### src/tedq_pkg.sv
`default_nettype none

package tedq_pkg;

    localparam int QUEUE_DEPTH  = 32;
    localparam int TIME_BITS    = 48;

    localparam int TAG_W        = 16;
    localparam int FIELD_TIME_W = 48;
    localparam int COUNT_OUT_W  = 6;

    localparam int IDX_W   = (QUEUE_DEPTH > 1) ? $clog2(QUEUE_DEPTH) : 1;
    localparam int CNT_W   = $clog2(QUEUE_DEPTH + 1);
    localparam int ENTRY_W = TIME_BITS + TAG_W;

    typedef logic [TIME_BITS-1:0] stamp_t;
    typedef logic [IDX_W-1:0]     idx_t;
    typedef logic [CNT_W-1:0]     cnt_t;
    typedef logic [TAG_W-1:0]     tag_t;

    typedef enum logic {
        OP_POST = 1'b0,
        OP_TICK = 1'b1
    } op_t;

    typedef struct packed {
        stamp_t due;
        tag_t   tag;
    } entry_t;

    // Commands from the controller to the datapath.
    typedef struct packed {
        logic post_start;
        logic tick_start;
        logic rd_below;
        logic shift;
        logic insert;
        logic rd_head;
        logic pop;
        logic emit;
        logic emit_has;
        logic emit_last;
    } cmd_t;

    // Status from the datapath to the controller.
    typedef struct packed {
        logic full;
        logic empty;
        logic one_left;
        logic scan_last;
        logic has_pend;
        logic hit;
        logic later;
        logic out_free;
    } stat_t;

    function automatic idx_t idx_inc(input idx_t i);
        return (i == IDX_W'(QUEUE_DEPTH - 1)) ? '0 : idx_t'(i + IDX_W'(1));
    endfunction

    function automatic idx_t idx_dec(input idx_t i);
        return (i == '0) ? IDX_W'(QUEUE_DEPTH - 1) : idx_t'(i - IDX_W'(1));
    endfunction

    // Slot just past the newest entry of the circular store.
    function automatic idx_t idx_add(input idx_t i, input cnt_t n);
        logic [IDX_W:0] s;
        s = (IDX_W+1)'(i) + (IDX_W+1)'(n);
        if (s >= (IDX_W+1)'(QUEUE_DEPTH))
        begin
            s = s - (IDX_W+1)'(QUEUE_DEPTH);
        end
        return s[IDX_W-1:0];
    endfunction

    function automatic stamp_t to_stamp(input logic [FIELD_TIME_W-1:0] v);
        logic [TIME_BITS+FIELD_TIME_W-1:0] wide;
        wide = (TIME_BITS+FIELD_TIME_W)'(v);
        return wide[TIME_BITS-1:0];
    endfunction

    function automatic stamp_t sat_add(input stamp_t a, input stamp_t b);
        logic [TIME_BITS:0] s;
        s = {1'b0, a} + {1'b0, b};
        return s[TIME_BITS] ? '1 : s[TIME_BITS-1:0];
    endfunction

endpackage

`default_nettype wire

### src/timed_event_delay_queue.sv
`default_nettype none

// Channel   Handshake                   Payload
// -------   -------------------------   ------------------------------------------------
// item      item_valid / item_ready     operation, event_tag, delay, current_time
// result    result_valid / result_ready has_event, released_tag, released_count,
//                                       dropped, last
//
// One item at a time; the single read port of the entry store sets the pace. A post reads
// the newest entry, moves up a slot each pending entry that is due at or after the new
// one, writes the new entry into the gap and hands over its result; it writes at once on
// an empty store and only reports the drop on a full one. A tick releases due entries
// from the head one by one and marks the last; with nothing due it reports no event. Reset
// empties the store at once. A stalled result channel holds the controller only where it
// has a result to hand over; a new item is accepted while the previous final result waits.

module timed_event_delay_queue (
    input  wire logic                                   clk,
    input  wire logic                                   rst_n,
    input  wire logic                                   item_valid,
    output logic                                        item_ready,
    input  wire logic                                   operation,
    input  wire logic [tedq_pkg::TAG_W-1:0]             event_tag,
    input  wire logic [tedq_pkg::FIELD_TIME_W-1:0]      delay,
    input  wire logic [tedq_pkg::FIELD_TIME_W-1:0]      current_time,
    output logic                                        result_valid,
    input  wire logic                                   result_ready,
    output logic                                        has_event,
    output logic      [tedq_pkg::TAG_W-1:0]             released_tag,
    output logic      [tedq_pkg::COUNT_OUT_W-1:0]       released_count,
    output logic                                        dropped,
    output logic                                        last
);

    import tedq_pkg::*;

    // The store is a circular buffer kept in due-time order from its head. A post walks
    // down from the newest entry, moving later entries up, and drops the new item into
    // the gap, so equal due times put the newest nearest the head. A tick pops the head
    // while it is due; each release is held back one step so that the last one can be
    // marked once the next entry is known not to be due.
    cmd_t  cmd;
    stat_t stat;

    tedq_ctrl u_ctrl (
        .clk        (clk),
        .rst_n      (rst_n),
        .item_valid (item_valid),
        .item_ready (item_ready),
        .operation  (operation),
        .stat       (stat),
        .cmd        (cmd)
    );

    tedq_dp u_dp (
        .clk            (clk),
        .rst_n          (rst_n),
        .cmd            (cmd),
        .stat           (stat),
        .event_tag      (event_tag),
        .delay          (delay),
        .current_time   (current_time),
        .result_valid   (result_valid),
        .result_ready   (result_ready),
        .has_event      (has_event),
        .released_tag   (released_tag),
        .released_count (released_count),
        .dropped        (dropped),
        .last           (last)
    );

endmodule

`default_nettype wire

### src/tedq_ram.sv
`default_nettype none

module tedq_ram #(
    parameter int WIDTH = 8,
    parameter int DEPTH = 16
) (
    input  wire logic                                      clk,
    input  wire logic                                      wr_en,
    input  wire logic [((DEPTH > 1) ? $clog2(DEPTH) : 1)-1:0] wr_addr,
    input  wire logic [WIDTH-1:0]                          wr_data,
    input  wire logic                                      rd_en,
    input  wire logic [((DEPTH > 1) ? $clog2(DEPTH) : 1)-1:0] rd_addr,
    output logic      [WIDTH-1:0]                          rd_data
);

    logic [WIDTH-1:0] mem [DEPTH];

    always_ff @(posedge clk)
    begin
        if (wr_en)
        begin
            mem[wr_addr] <= wr_data;
        end
        if (rd_en)
        begin
            rd_data <= mem[rd_addr];
        end
    end

endmodule

`default_nettype wire

### src/tedq_ctrl.sv
`default_nettype none

module tedq_ctrl (
    input  wire logic           clk,
    input  wire logic           rst_n,
    input  wire logic           item_valid,
    output logic                item_ready,
    input  wire logic           operation,
    input  wire tedq_pkg::stat_t stat,
    output tedq_pkg::cmd_t      cmd
);

    import tedq_pkg::*;

    typedef enum logic [6:0] {
        S_IDLE       = 7'b0000001,
        S_POST_READ  = 7'b0000010,
        S_POST_SCAN  = 7'b0000100,
        S_POST_WRITE = 7'b0001000,
        S_EMIT_DONE  = 7'b0010000,
        S_TICK_EVAL  = 7'b0100000,
        S_TICK_FLUSH = 7'b1000000
    } state_t;

    state_t state_reg;
    state_t state_next;
    logic   accept;

    assign item_ready = (state_reg == S_IDLE);
    assign accept     = item_valid && item_ready;

    always_comb
    begin
        state_next = state_reg;
        cmd        = '0;
        unique case (state_reg)
            S_IDLE:
            begin
                if (accept)
                begin
                    if (operation == OP_TICK)
                    begin
                        cmd.tick_start = 1'b1;
                        if (stat.empty)
                        begin
                            state_next = S_EMIT_DONE;
                        end
                        else
                        begin
                            cmd.rd_head = 1'b1;
                            state_next  = S_TICK_EVAL;
                        end
                    end
                    else
                    begin
                        cmd.post_start = 1'b1;
                        if (stat.full)
                        begin
                            state_next = S_EMIT_DONE;
                        end
                        else if (stat.empty)
                        begin
                            state_next = S_POST_WRITE;
                        end
                        else
                        begin
                            state_next = S_POST_READ;
                        end
                    end
                end
            end
            S_POST_READ:
            begin
                cmd.rd_below = 1'b1;
                state_next   = S_POST_SCAN;
            end
            S_POST_SCAN:
            begin
                // Entries due at or after the new one move up by a slot.
                if (stat.later)
                begin
                    cmd.shift = 1'b1;
                    if (stat.scan_last)
                    begin
                        state_next = S_POST_WRITE;
                    end
                end
                else
                begin
                    state_next = S_POST_WRITE;
                end
            end
            S_POST_WRITE:
            begin
                cmd.insert = 1'b1;
                state_next = S_EMIT_DONE;
            end
            S_EMIT_DONE:
            begin
                if (stat.out_free)
                begin
                    cmd.emit      = 1'b1;
                    cmd.emit_last = 1'b1;
                    state_next    = S_IDLE;
                end
            end
            S_TICK_EVAL:
            begin
                if (stat.hit)
                begin
                    // A held release goes out only when the next one is known to follow.
                    if (!stat.has_pend || stat.out_free)
                    begin
                        if (stat.has_pend)
                        begin
                            cmd.emit     = 1'b1;
                            cmd.emit_has = 1'b1;
                        end
                        cmd.pop = 1'b1;
                        if (stat.one_left)
                        begin
                            state_next = S_TICK_FLUSH;
                        end
                    end
                end
                else if (stat.has_pend)
                begin
                    state_next = S_TICK_FLUSH;
                end
                else
                begin
                    state_next = S_EMIT_DONE;
                end
            end
            S_TICK_FLUSH:
            begin
                if (stat.out_free)
                begin
                    cmd.emit      = 1'b1;
                    cmd.emit_has  = 1'b1;
                    cmd.emit_last = 1'b1;
                    state_next    = S_IDLE;
                end
            end
            default:
            begin
                state_next = S_IDLE;
            end
        endcase
    end

    always_ff @(posedge clk or negedge rst_n)
    begin
        if (!rst_n)
        begin
            state_reg <= S_IDLE;
        end
        else
        begin
            state_reg <= state_next;
        end
    end

endmodule

`default_nettype wire

### src/tedq_dp.sv
`default_nettype none

module tedq_dp (
    input  wire logic                                   clk,
    input  wire logic                                   rst_n,
    input  wire tedq_pkg::cmd_t                         cmd,
    output tedq_pkg::stat_t                             stat,
    input  wire logic [tedq_pkg::TAG_W-1:0]             event_tag,
    input  wire logic [tedq_pkg::FIELD_TIME_W-1:0]      delay,
    input  wire logic [tedq_pkg::FIELD_TIME_W-1:0]      current_time,
    output logic                                        result_valid,
    input  wire logic                                   result_ready,
    output logic                                        has_event,
    output logic      [tedq_pkg::TAG_W-1:0]             released_tag,
    output logic      [tedq_pkg::COUNT_OUT_W-1:0]       released_count,
    output logic                                        dropped,
    output logic                                        last
);

    import tedq_pkg::*;

    idx_t   head_reg, head_next;
    cnt_t   count_reg, count_next;
    stamp_t last_tick_reg, last_tick_next;
    idx_t   slot_reg, slot_next;
    cnt_t   scan_reg, scan_next;
    idx_t   rd_idx_reg, rd_idx_next;
    stamp_t due_reg, due_next;
    tag_t   tag_reg, tag_next;
    stamp_t now_reg, now_next;
    cnt_t   rel_reg, rel_next;
    tag_t   pend_tag_reg, pend_tag_next;
    logic   drop_reg, drop_next;

    logic                   out_valid_reg, out_valid_next;
    logic                   has_event_reg, has_event_next;
    tag_t                   rel_tag_reg, rel_tag_next;
    logic [COUNT_OUT_W-1:0] rel_cnt_reg, rel_cnt_next;
    logic                   dropped_reg, dropped_next;
    logic                   last_reg, last_next;

    logic   wr_en;
    idx_t   wr_addr;
    entry_t wr_data;
    logic   rd_en;
    idx_t   rd_addr;
    entry_t rd_data;
    logic [ENTRY_W-1:0] rd_bits;

    tedq_ram #(
        .WIDTH (ENTRY_W),
        .DEPTH (QUEUE_DEPTH)
    ) u_store (
        .clk     (clk),
        .wr_en   (wr_en),
        .wr_addr (wr_addr),
        .wr_data (wr_data),
        .rd_en   (rd_en),
        .rd_addr (rd_addr),
        .rd_data (rd_bits)
    );

    assign rd_data = rd_bits;

    always_comb
    begin
        rd_en   = cmd.rd_head || cmd.rd_below || cmd.shift || cmd.pop;
        rd_addr = head_reg;
        if (cmd.rd_below)
        begin
            rd_addr = idx_dec(slot_reg);
        end
        else if (cmd.shift)
        begin
            rd_addr = idx_dec(rd_idx_reg);
        end
        else if (cmd.pop)
        begin
            rd_addr = idx_inc(head_reg);
        end

        wr_en   = cmd.shift || cmd.insert;
        wr_addr = slot_reg;
        wr_data = cmd.shift ? rd_data : entry_t'{due: due_reg, tag: tag_reg};
    end

    always_comb
    begin
        stat.full      = (count_reg == CNT_W'(QUEUE_DEPTH));
        stat.empty     = (count_reg == '0);
        stat.one_left  = (count_reg == CNT_W'(1));
        stat.scan_last = (scan_reg == CNT_W'(1));
        stat.has_pend  = (rel_reg != '0);
        stat.hit       = (rd_data.due <= now_reg);
        stat.later     = (rd_data.due >= due_reg);
        stat.out_free  = !out_valid_reg || result_ready;
    end

    always_comb
    begin
        head_next      = head_reg;
        count_next     = count_reg;
        last_tick_next = last_tick_reg;
        slot_next      = slot_reg;
        scan_next      = scan_reg;
        rd_idx_next    = rd_en ? rd_addr : rd_idx_reg;
        due_next       = due_reg;
        tag_next       = tag_reg;
        now_next       = now_reg;
        rel_next       = rel_reg;
        pend_tag_next  = pend_tag_reg;
        drop_next      = drop_reg;

        if (cmd.post_start)
        begin
            due_next  = sat_add(last_tick_reg, to_stamp(delay));
            tag_next  = event_tag;
            slot_next = idx_add(head_reg, count_reg);
            scan_next = count_reg;
            drop_next = (count_reg == CNT_W'(QUEUE_DEPTH));
        end
        if (cmd.tick_start)
        begin
            now_next       = to_stamp(current_time);
            last_tick_next = to_stamp(current_time);
            rel_next       = '0;
            drop_next      = 1'b0;
        end
        if (cmd.shift)
        begin
            slot_next = rd_idx_reg;
            scan_next = scan_reg - CNT_W'(1);
        end
        if (cmd.insert)
        begin
            count_next = count_reg + CNT_W'(1);
        end
        if (cmd.pop)
        begin
            head_next     = idx_inc(head_reg);
            count_next    = count_reg - CNT_W'(1);
            rel_next      = rel_reg + CNT_W'(1);
            pend_tag_next = rd_data.tag;
        end
    end

    always_comb
    begin
        out_valid_next = out_valid_reg && !result_ready;
        has_event_next = has_event_reg;
        rel_tag_next   = rel_tag_reg;
        rel_cnt_next   = rel_cnt_reg;
        dropped_next   = dropped_reg;
        last_next      = last_reg;
        if (cmd.emit)
        begin
            out_valid_next = 1'b1;
            has_event_next = cmd.emit_has;
            rel_tag_next   = cmd.emit_has ? pend_tag_reg : '0;
            rel_cnt_next   = cmd.emit_has ? COUNT_OUT_W'(rel_reg) : '0;
            dropped_next   = cmd.emit_has ? 1'b0 : drop_reg;
            last_next      = cmd.emit_last;
        end
    end

    always_ff @(posedge clk or negedge rst_n)
    begin
        if (!rst_n)
        begin
            head_reg      <= '0;
            count_reg     <= '0;
            last_tick_reg <= '0;
            rel_reg       <= '0;
            drop_reg      <= 1'b0;
            out_valid_reg <= 1'b0;
        end
        else
        begin
            head_reg      <= head_next;
            count_reg     <= count_next;
            last_tick_reg <= last_tick_next;
            rel_reg       <= rel_next;
            drop_reg      <= drop_next;
            out_valid_reg <= out_valid_next;
        end
    end

    always_ff @(posedge clk)
    begin
        slot_reg      <= slot_next;
        scan_reg      <= scan_next;
        rd_idx_reg    <= rd_idx_next;
        due_reg       <= due_next;
        tag_reg       <= tag_next;
        now_reg       <= now_next;
        pend_tag_reg  <= pend_tag_next;
        has_event_reg <= has_event_next;
        rel_tag_reg   <= rel_tag_next;
        rel_cnt_reg   <= rel_cnt_next;
        dropped_reg   <= dropped_next;
        last_reg      <= last_next;
    end

    assign result_valid   = out_valid_reg;
    assign has_event      = has_event_reg;
    assign released_tag   = rel_tag_reg;
    assign released_count = rel_cnt_reg;
    assign dropped        = dropped_reg;
    assign last           = last_reg;

endmodule

`default_nettype wire

### config.mk
export PLATFORM = sky130hd
export DESIGN_NAME = timed_event_delay_queue
export DESIGN_NICKNAME = d
export VERILOG_FILES = /design/src/tedq_pkg.sv /design/src/timed_event_delay_queue.sv /design/src/tedq_ram.sv /design/src/tedq_ctrl.sv /design/src/tedq_dp.sv
export SDC_FILE = /design/constraint.sdc
export NUM_CORES = 2
export LEC_CHECK = 0
export ABC_AREA = 0
export BUFFER_PORTS_ARGS = -buffer_cell sky130_fd_sc_hd__buf_2
export CAP_MARGIN = 20
export CORE_AREA = 2 2 425 427
export DETAILED_ROUTE_END_ITERATION = 16
export DIE_AREA = 0 0 427 429
export GPL_TIMING_DRIVEN = 1
export PLACE_DENSITY_LB_ADDON = 0.12
export RECOVER_POWER = 100
export SLEW_MARGIN = 15
export SYNTH_ARGS = -nofsm -noshare
export SYNTH_HDL_FRONTEND = slang
export SYNTH_SLANG_ARGS = --single-unit
### constraint.sdc
create_clock -name clk -period 7.3 [get_ports clk]
set_input_delay 0.365 -clock clk [delete_from_list [all_inputs] [get_ports clk]]
set_output_delay 0.365 -clock clk [all_outputs]
set_load 0.01 [all_outputs]
==> results.yml <==
status:
  status: "complete, but fails checks"
  violations: "max-capacitance violations, max-slew violations"
die:
  start_util_pct: 55.0
  fp.dieH_um: 429
  pin_count: 144
  fp-row-count: 155
  die_area_sq_um: 183000
  die_x_um: 427
  coreArea_sq_um: 178000
routing:
  first_pass_iters: 6
  vias: 60700
  vias_per_cell: 6.51
  drt-total-wl_um: 293000
  drc: 0
  drt_iter0_markers: 8764
  wl_per_cell_um: 31.4
  antenna_left: 0
final_layout:
  largest_reg_flops: 2048
  syn2layout_area_growth_pct: 12.2
  drive_above_1_share_pct: 8.91
  top_regs: "u_dp.u_store.mem: 2048 flops, u_dp.u_store.rd_data: 64 flops"
  regMostFlops: "u_dp.u_store.mem"
  final_core_util_pct: 61.7
  nets: 7058
  design_area_sq_um: 110000
logic_synthesis:
  synth_top_area_share_pct: 70.0
  synth_ff_type: "edfxtp_1"
  seq_area_frac_synth_pct: 71.8
  async_reset_ff_share_pct: 3.14
  synth_cell_types: 81
  syn_inst: 6482
  synthTopCellsByCount: "2281 x edfxtp_1, 762 x mux2i_1, 685 x nand2_1"
  syn_area_sq_um: 97900
  synth_edf_count: 2281
  yosysWarningCount: 0
  synth_nets: 6764
  yosysMostFrequentCell: "edfxtp_1"
  yosys-top-cells-area: "edfxtp_1 70%, mux2i_1 7.8%, nand2_1 2.6%, ha_1 2.1%, dfrtp_1 1.9%"
  ys_seq_elements: 2355
  yosysTopAreaCell: "edfxtp_1"
  syn_avg_cell_area_sq_um: 15.1
sta:
  hold_viol: 0
  post-route-period-util_pct: 92.5
  rsz0062_at_grt: "no"
  tns_ps: 0
  min_period_ps: 6750
  tightest_slew_ps: 3490
  slew_violations: 2238
  setup_viol: 0
  max_freq_mhz: 148
  slew_headroom_pct: -133
  setup_ws_ps: 549
  final.setup_skew_ps: 78.1
setup_path:
  crit_top_cell: "nand2_1"
  crit_required_ps: 7750
  startpoint_type: "flop"
  cp_max_fo: 24
  crit_path_end_kind: "flop"
  critPathSlowestCell: "nor2_1"
  crit_end: "u_dp.u_store.mem[22][13]$_DFFE_PP_"
  r2r_slack_ps: 550
  ff2ff_path_depth: 10
  worstPathArrival_ps: 7200
  r2r-end: "u_dp.u_store.mem[22][13]$_DFFE_PP_"
  max_stage_delay_ps: 1590
  timing.rr.start: "u_dp.u_store.rd_data[48]$_DFFE_PP_"
  crit_type: "flop to flop"
  crit_chain: "ha_1 -> nand4_1 -> or4_1 -> o211ai_1 -> o21ai_0 -> and2_2 -> nand2_1 -> nand2_1 -> nor2_1 -> clkbuf_1"
  crit_start: "u_dp.u_store.rd_data[48]$_DFFE_PP_"
placed_design:
  portBuffers: 143
  post-place-ws_ps: 1130
  place_area_sq_um: 103000
  routabilityCongestion: 0.922
  dpl.hpwl_um: 164000
clock_tree:
  htree_num_levels: 4
  root_buffer: "clkbuf_16"
  clk_latency_ps: 890
  cts.sink_count: 2355
  clockBufferDepth: 3
  cts_made_buffers: 231
  post_cts.repair.setup_buffers: 0
  cts_tree: "yes"
  path_clk_slew_ps: 60
run:
  drv_cap: 78
min_path:
  hold_path.class: "primary input to flop"
global_routing:
  grt_use_total_pct: 31.5
  antenna_found_initial: 8
  grt.overflow.total: 0
  grt_max_degree: 141
  grt_pass1_vias: 57900
  grt_pass1_wl_um: 414000
power:
  irDropWorstVdd_mv: 0.353
  p_leak_nw: 36.1
  p_per_area_nw_per_um2: 415
==> what timing repair did <==
item	4_1_cts	5_1_grt
endpoints found under the hold margin	178	0
hold buffers	72	0
gates resized for setup	0	0
==> logic make-up (layout without fill, tap and decap cells) <==
kind of cell / after synthesis / in the layout / synth area share, %
other: 0 / 2 / 0
AO/OA/AOI/OAI: 1206 / 1206 / 8.62
adder cells (fa/ha/maj): 165 / 165 / 2.12
AND/OR/NAND/NOR: 1362 / 1362 / 6.14
XOR/XNOR: 54 / 54 / 0.483
buffers and inverters: 510 / 995 / 2.21
multiplexers: 830 / 830 / 8.57
flip-flops: 2355 / 2355 / 71.8
==> placed cells by master (no fill, tap or decap), types with 37 or more instances in the layout <==
master,n
o21ai_1,42
a31oi_1,80
o41ai_1,38
edfxtp_1,2281
o221ai_1,59
a22oi_1,63
nand3_1,68
o22a_1,63
and2_1,37
buf_2,67
nor2_1,236
clkinv_1,65
o21ai_0,138
a21oi_1,217
clkbuf_16,233
nor3_1,154
a211oi_1,105
clkinv_2,39
dlygate4sd3_1,71
clkbuf_1,189
a22o_1,63
inv_1,129
o22ai_1,68
buf_4,88
a21o_1,37
ha_1,163
nand2_1,682
mux2i_1,762
dfrtp_1,73
==> report_power, final <==
part           total, W  switching (W)  internal (W)
Combinational    0.0168         0.0112       0.00562
Sequential       0.0172       0.000607        0.0166
Clock            0.0115        0.00515       0.00637
==> layout make-up <==
type	count	area [sq um]
inverter	136	524
multi-input combinational	3617	25700
clock buffer	284	6100
sequential	2355	70300
tap	2355	2950
clock inverter	140	1240
timing repair buffer	435	3020
antenna	2	5.00
fill	13200	68200
==> metal layers <==
metal | global-route usage (%) | vias to the layer above | share of wire (%)
met3 | 6.64 | 527 | 12
met2 | 47.5 | 3559 | 45
met1 | 46.5 | 30800 | 41
li1 | - | 25800 | -
met4 | 8.98 | 4 | 3.0
met5 | 0 | - | 0.015
==> worst min path at each step <==
stage	start	end	slack (ps)	cells after the start
2_1_floorplan	rst_n	u_ctrl.state_reg[1]$_DFFE_PN0P_	70	0
3_3_place_gp	rst_n	u_dp.last_tick_reg[8]$_DFFE_PN0P_	300	1
3_5_place_dp	rst_n	u_dp.last_tick_reg[8]$_DFFE_PN0P_	300	1
4_1_cts	delay[47]	u_dp.due_reg[47]$_SDFFCE_PP1P_	40	4
5_1_grt	delay[47]	u_dp.due_reg[47]$_SDFFCE_PP1P_	60	4
6_report	delay[47]	u_dp.due_reg[47]$_SDFFCE_PP1P_	80	4
==> worst max-delay path, delay by kind of cell (launching register included) <==
| kind | cells | cell delay, ps |
|---|---|---|
| and+or+nand+nor | 6 | 3380 |
| buffers and inverters | 1 | 1280 |
| DFF | 1 | 640 |
| AOI/OAI and AO/OA | 2 | 550 |
| adders and majority gates | 1 | 410 |
==> through the flow <==
step	total power, W	hold slack [ps]	std cells
floorplan	0.0279	69.4	6482
global placement	0.0338	296	8806
detailed placement	0.0340	296	8817
CTS	0.0454	37.8	9313
global route	0.0473	61.5	9324
finish	0.0456	79.0	9324
Power figures use the tool's default switching activity.
